--- config.mk ---
export PLATFORM = sky130hd
export DESIGN_NAME = sorted_key_list_engine_unit
export DESIGN_NICKNAME = d
export VERILOG_FILES = /design/src/sv/skle_pkg.sv /design/src/sv/skle_cell.sv /design/src/sv/sorted_key_list_engine_unit.sv
export SDC_FILE = /design/constraint.sdc
export NUM_CORES = 2
export LEC_CHECK = 0
export BUFFER_PORTS_ARGS = -buffer_cell sky130_fd_sc_hd__buf_2
export CAP_MARGIN = 20
export CORE_MARGIN = 3
export CORE_UTILIZATION = 31
export DETAILED_ROUTE_END_ITERATION = 10
export GPL_ROUTABILITY_DRIVEN = 0
export PLACE_DENSITY = 0.43
export SLEW_MARGIN = 30
export SYNTH_ARGS = -nofsm -noshare
export SYNTH_HDL_FRONTEND = slang
export SYNTH_SLANG_ARGS = --single-unit
--- constraint.sdc ---
create_clock -name clk -period 5 [get_ports clk]
set_clock_uncertainty 0.15 [all_clocks]
set_input_delay 0.75 -clock clk [delete_from_list [all_inputs] [get_ports clk]]
set_output_delay 0.75 -clock clk [all_outputs]
set_load 0.01 [all_outputs]
--- src/sv/skle_pkg.sv ---
package skle_pkg;

	// field widths fixed by the transaction format
	localparam int KEY_W   = 32;
	localparam int TYPE_W  = 2;
	localparam int STAT_W  = 2;
	localparam int COUNT_W = 5;

	// request codes
	localparam logic [TYPE_W-1:0] OP_SEARCH = 2'd0;
	localparam logic [TYPE_W-1:0] OP_INSERT = 2'd1;
	localparam logic [TYPE_W-1:0] OP_DELETE = 2'd2;

	// status codes
	localparam logic [STAT_W-1:0] ST_OK        = 2'd0;
	localparam logic [STAT_W-1:0] ST_NOT_FOUND = 2'd1;
	localparam logic [STAT_W-1:0] ST_FULL      = 2'd2;

	typedef struct packed {
		logic [TYPE_W-1:0]       req_type;
		logic signed [KEY_W-1:0] key;
	} req_t;

	typedef struct packed {
		logic [STAT_W-1:0]  status;
		logic [COUNT_W-1:0] entry_count;
	} rsp_t;

	// per-cell update commands
	typedef struct packed {
		logic ins;
		logic del;
	} cell_ctl_t;

endpackage

--- src/sv/skle_cell.sv ---
module skle_cell (
	input  logic                                clk,
	input  skle_pkg::cell_ctl_t                 ctl,
	input  logic signed [skle_pkg::KEY_W-1:0]   key,
	input  logic                                occ,
	input  logic                                left_g,
	input  logic signed [skle_pkg::KEY_W-1:0]   left_key,
	input  logic signed [skle_pkg::KEY_W-1:0]   right_key,
	output logic signed [skle_pkg::KEY_W-1:0]   key_out,
	output logic                                g,
	output logic                                eq
);

	logic signed [skle_pkg::KEY_W-1:0] key_q;

	// empty cells act as +infinity so g forms a thermometer along the row
	assign g       = !occ || (key_q >= key);
	assign eq      = occ && (key_q == key);
	assign key_out = key_q;

	// insert shifts up from the left neighbour, delete pulls from the right one
	always_ff @(posedge clk) begin
		if (ctl.ins) begin
			if (left_g) begin
				key_q <= left_key;
			end else if (g) begin
				key_q <= key;
			end
		end else if (ctl.del) begin
			if (g) begin
				key_q <= right_key;
			end
		end
	end

endmodule

--- src/sv/sorted_key_list_engine_unit.sv ---
// channel | direction | handshake              | payload
// req     | in        | req_valid / req_stall  | skle_pkg::req_t  (req_type, key)
// rsp     | out       | rsp_valid / rsp_stall  | skle_pkg::rsp_t  (status, entry_count)
//
// One request per clock: every cell compares the key at once, an insert or delete
// shifts the row of cells by one place in the same cycle, the result shows in the next.
// A request is taken unless a result is waiting and rsp_stall is high.
// Reset empties the list at once; no clearing pass, stored keys are not reset.
module sorted_key_list_engine_unit #(
	parameter int CAPACITY = 16
) (
	input  logic            clk,
	input  logic            arst_n,
	input  logic            req_valid,
	output logic            req_stall,
	input  skle_pkg::req_t  req,
	output logic            rsp_valid,
	input  logic            rsp_stall,
	output skle_pkg::rsp_t  rsp
);

	localparam int CW = $clog2(CAPACITY + 1);

	logic signed [skle_pkg::KEY_W-1:0] keys [CAPACITY];
	logic [CAPACITY-1:0]               g_vec;
	logic [CAPACITY-1:0]               eq_vec;
	logic [CW-1:0]                     count_q;
	logic [CW-1:0]                     count_nxt;
	logic                              acc;
	logic                              hit;
	logic                              full;
	skle_pkg::cell_ctl_t               ctl;
	logic [skle_pkg::STAT_W-1:0]       status;
	logic                              rsp_valid_q;
	skle_pkg::rsp_t                    rsp_q;

	assign req_stall = rsp_valid_q && rsp_stall;
	assign acc       = req_valid && !req_stall;
	assign hit       = |eq_vec;
	assign full      = (count_q == CW'(CAPACITY));

	// row of cells
	for (genvar i = 0; i < CAPACITY; i++) begin : g_cell
		logic                              occ;
		logic                              lg;
		logic signed [skle_pkg::KEY_W-1:0] lk;
		logic signed [skle_pkg::KEY_W-1:0] rk;

		assign occ = (count_q > CW'(i));

		if (i == 0) begin : g_first
			assign lg = 1'b0;
			assign lk = req.key;
		end else begin : g_mid
			assign lg = g_vec[i-1];
			assign lk = keys[i-1];
		end

		if (i == CAPACITY - 1) begin : g_last
			assign rk = keys[i];
		end else begin : g_inner
			assign rk = keys[i+1];
		end

		skle_cell u_cell (
			.clk       (clk),
			.ctl       (ctl),
			.key       (req.key),
			.occ       (occ),
			.left_g    (lg),
			.left_key  (lk),
			.right_key (rk),
			.key_out   (keys[i]),
			.g         (g_vec[i]),
			.eq        (eq_vec[i])
		);
	end

	// decode request into status, cell commands and the new count
	always_comb begin
		ctl       = '0;
		status    = skle_pkg::ST_NOT_FOUND;
		count_nxt = count_q;
		case (req.req_type)
			skle_pkg::OP_SEARCH: begin
				status = hit ? skle_pkg::ST_OK : skle_pkg::ST_NOT_FOUND;
			end
			skle_pkg::OP_INSERT: begin
				if (full) begin
					status = skle_pkg::ST_FULL;
				end else begin
					status    = skle_pkg::ST_OK;
					ctl.ins   = acc;
					count_nxt = count_q + CW'(1);
				end
			end
			skle_pkg::OP_DELETE: begin
				if (hit) begin
					status    = skle_pkg::ST_OK;
					ctl.del   = acc;
					count_nxt = count_q - CW'(1);
				end
			end
			default: begin
				status = skle_pkg::ST_NOT_FOUND;
			end
		endcase
	end

	// count and result valid
	always_ff @(posedge clk or negedge arst_n) begin
		if (!arst_n) begin
			count_q     <= '0;
			rsp_valid_q <= 1'b0;
		end else begin
			if (acc) begin
				count_q     <= count_nxt;
				rsp_valid_q <= 1'b1;
			end else if (!rsp_stall) begin
				rsp_valid_q <= 1'b0;
			end
		end
	end

	// result payload
	always_ff @(posedge clk) begin
		if (acc) begin
			rsp_q.status      <= status;
			rsp_q.entry_count <= skle_pkg::COUNT_W'(count_nxt);
		end
	end

	assign rsp_valid = rsp_valid_q;
	assign rsp       = rsp_q;

endmodule

==> run_results.csv <==
group,metric,value,unit
worst_setup_path,crit_slowest_cell,"nor4_1",
finish,num-fill-cells,12400,
finish,drive_above_1_share,9.979,%
synthesis,synthArstFlopShare,1.143,%
cts,clock-sinks,525,
grt,grt_max_degree,164,
worst_setup_path,cp.required,5.22,ns
cts,cts_tree,"done",
cts,cts_resized,0,
worst_setup_path,crit_fanout,27,
cts,htreeDepth,3,
synthesis,synth_cell_types,78,
detailed_routing,drt_first_pass_iters,5,
hold_path,holdPathStages,2,
finish,final_util,36.13,%
die,start_util,31.36,%
detailed_routing,ant_nets,0,
finish,mostFrequentLayoutCell,"ha_1",
worst_setup_path,start_kind,"primary input",
worst_setup_path,rr_worst_depth,9,
cts,clk_pin_slew,0.05,ns
die,fp-row-count,128,
place,io_buffers,46,
detailed_routing,route.vias.total,31690,
worst_setup_path,worstPathArrival,4.48,ns
grt,antenna_found_initial,2,
detailed_routing,avgRoutedWirePerCell,25.71,µm
timing,setup_viol,0,
detailed_routing,drt-total-wl,141500,µm
job,drv_cap,0,
power_and_ir_drop,power_density,312.8,mW/mm²
cts,post_cts_buffers,0,
cts,clock_latency,0.65,ns
die,dieHeight,357.8,µm
synthesis,synth_warnings,0,
worst_setup_path,worstSetupPathType,"primary input to register",
timing,hold-worst-slack,0.1697,ns
die,dieWidth,357.8,µm
timing,relSlewSlack,37.86,%
timing,rsz0062_at_grt,"false",
synthesis,avgSynthCellArea,10.17,µm²
worst_setup_path,ff2ff_setup_slack,0.87,ns
timing,slew_violations,0,
cts,cts_buffer_depth,3,
hold_path,min-delay-start,"req_valid",
place,post-dp-hpwl,108000,µm
worst_setup_path,cp-end-kind,"register",
cts,cts_buffers,72,
timing,max_freq,0.2347,GHz
worst_setup_path,critPathMaxStageDelay,0.66,ns
finish,nNetsFinal,4391,
grt,grt_pass1_vias,31650,
synthesis,yosysSeqAreaShare,41.01,%
timing,period_minus_slack,4.261,ns
timing,finalHoldViolCount,0,
hold_path,hold_end,"rsp_valid",
cts,root_buffer,"clkbuf_16",
synthesis,syn_inst,3772,
grt,grt_usage,21.71,%
worst_setup_path,timing.rr.end,"g_cell[14].u_cell.key_out[18]",
die,core-area,0.1224,mm²
finish,layout_common_cells,"ha_1, nand2_1, edfxtp_1, a221o_1, nor3_1",
outcome,status,"finished clean",
worst_setup_path,crit_path_cell_trace,"buf_2, inv_1, ha_1, nand4_1, nor4_1, o21ai_0, a31oi_1, o21a_1, or2_1, buf_4, o211ai_1",
detailed_routing,via_per_inst,5.759,
detailed_routing,remaining_drc_errors,0,
timing,finalCritPeriodShare,85.22,%
synthesis,synth.cell_area,0.03837,mm²
detailed_routing,drtIter0Drc,2558,
grt,grt_overflow,0,
power_and_ir_drop,p_leak,17.57,nW
die,ios,47,
grt,grt_first_pass_wirelength,210500,µm
timing,worst_pin_slew,0.9322,ns
finish,antennaDiodeCount,0,
synthesis,synth_fp_nets,4331,
hold_path,hold_path_class,"primary input to register",
worst_setup_path,r2r-start,"g_cell[13].u_cell.key_out[11]",
synthesis,synthFlopType,"edfxtp_1",
synthesis,ys_seq_elements,525,
finish,area_delta_synth_final,15.21,%
power_and_ir_drop,peakVddDrop,0.2316,mV
synthesis,synth_edf_count,519,
timing,fin_setup_tns,0,ns
die,dieArea,0.1280,mm²
## critical path, delay by kind of cell
| family | cells | cell delay (ns) |
|---|---|---|
| AOI/OAI and AO/OA | 4 | 1.02 |
| adders and majority gates | 1 | 0.27 |
| buffers and inverters | 3 | 1.02 |
| and+or+nand+nor | 3 | 1.40 |
## cells in the mapped netlist (all sizes together) (11+ instances only)
cell | number | area [µm²]
buf | 70 | 412.9
mux2i | 69 | 719.4
nor3 | 254 | 1271
edfxtp | 519 | 15580
mux2 | 33 | 371.6
o22ai | 14 | 87.58
nor2b | 35 | 219.0
o21a | 16 | 120.1
o21ai | 171 | 855.8
nand2 | 521 | 1956
ha | 521 | 6519
nand2b | 13 | 81.33
o211ai | 52 | 390.4
nand4 | 131 | 819.5
a221o | 351 | 3513
a21oi | 168 | 844.6
a211oi | 18 | 145.1
nor2 | 188 | 705.7
clkbuf | 195 | 732.0
a21o | 143 | 1074
and3 | 41 | 256.5
a31oi | 11 | 68.82
inv | 76 | 285.3
nor4 | 22 | 150.1
nand3 | 31 | 155.2
## state kept, by name (all words and copies together) (netlist names)
register               count
rsp                        7
count_q                    5
g_cell.u_cell.key_out    512
rsp_valid                  1
## worst max-delay path by stage
stage / from / endpoint
floorplan: req[25] / g_cell[2].u_cell.key_out[0]
global placement: req[10] / g_cell[14].u_cell.key_out[4]
detailed placement: req[11] / g_cell[14].u_cell.key_out[25]
CTS: req[11] / g_cell[14].u_cell.key_out[18]
global route: req[5] / g_cell[1].u_cell.key_out[6]
finish: req[11] / g_cell[14].u_cell.key_out[18]
## stage by stage
| stage | setup WS, ns | total power [W] | cells | instance area [µm²] |
|---|---|---|---|---|
| 2_1_floorplan | -0.02449 | 0.007596 | 3772 | 38440 |
| 3_3_place_gp | 0.02845 | 0.008900 | 5382 | 42010 |
| 3_5_place_dp | 0.04440 | 0.008917 | 5382 | 42010 |
| 4_1_cts | 0.7228 | 0.01399 | 5503 | 44210 |
| 5_1_grt | 0.6680 | 0.01444 | 5503 | 44210 |
| 6_report | 0.7392 | 0.01383 | 5503 | 44210 |
## power by group
part | switching, W | internal, W
Combinational | 0.00209 | 0.00122
Clock | 0.00207 | 0.00295
Sequential | 0.000281 | 0.00523
## per-layer routing
layer | up-vias | wire length, µm | global-route usage, % | share of wire (%)
li1 | 14970 | - | - | -
met1 | 15640 | 65550 | 30.18 | 46
met2 | 898 | 65010 | 35.43 | 46
met3 | 183 | 6016 | 2.212 | 4.3
met4 | 2 | 4869 | 6.902 | 3.4
met5 | - | 11 | 0 | 0.0078
## final cells by class
class / count / area [µm²] / area share (%)
Timing Repair Buffer: 251 / 2435 / 5.508
Clock buffer: 97 / 1969 / 4.455
Multi-Input combinational cell: 2905 / 21530 / 48.71
Sequential cell: 525 / 15740 / 35.59
Inverter: 77 / 289.0 / 0.6538
Tap cell: 1625 / 2033 / 4.599
Clock inverter: 23 / 215.2 / 0.4868
## repair_timing
action,CTS,global route
hold buffers,1,0
hold endpoints to repair,6,0
setup endpoints to repair,0,0
## kinds of logic after synthesis
kind of cell / after synthesis / share of synthesized area [%]
flops: 525 / 41.01
xor+xnor: 1 / 0.02283
mux: 102 / 2.843
simple gates: 1272 / 15.35
fa+ha+maj: 521 / 16.99
compound gates: 1009 / 20.05
buf+inv: 342 / 3.737
Power figures use the tool's default switching activity.
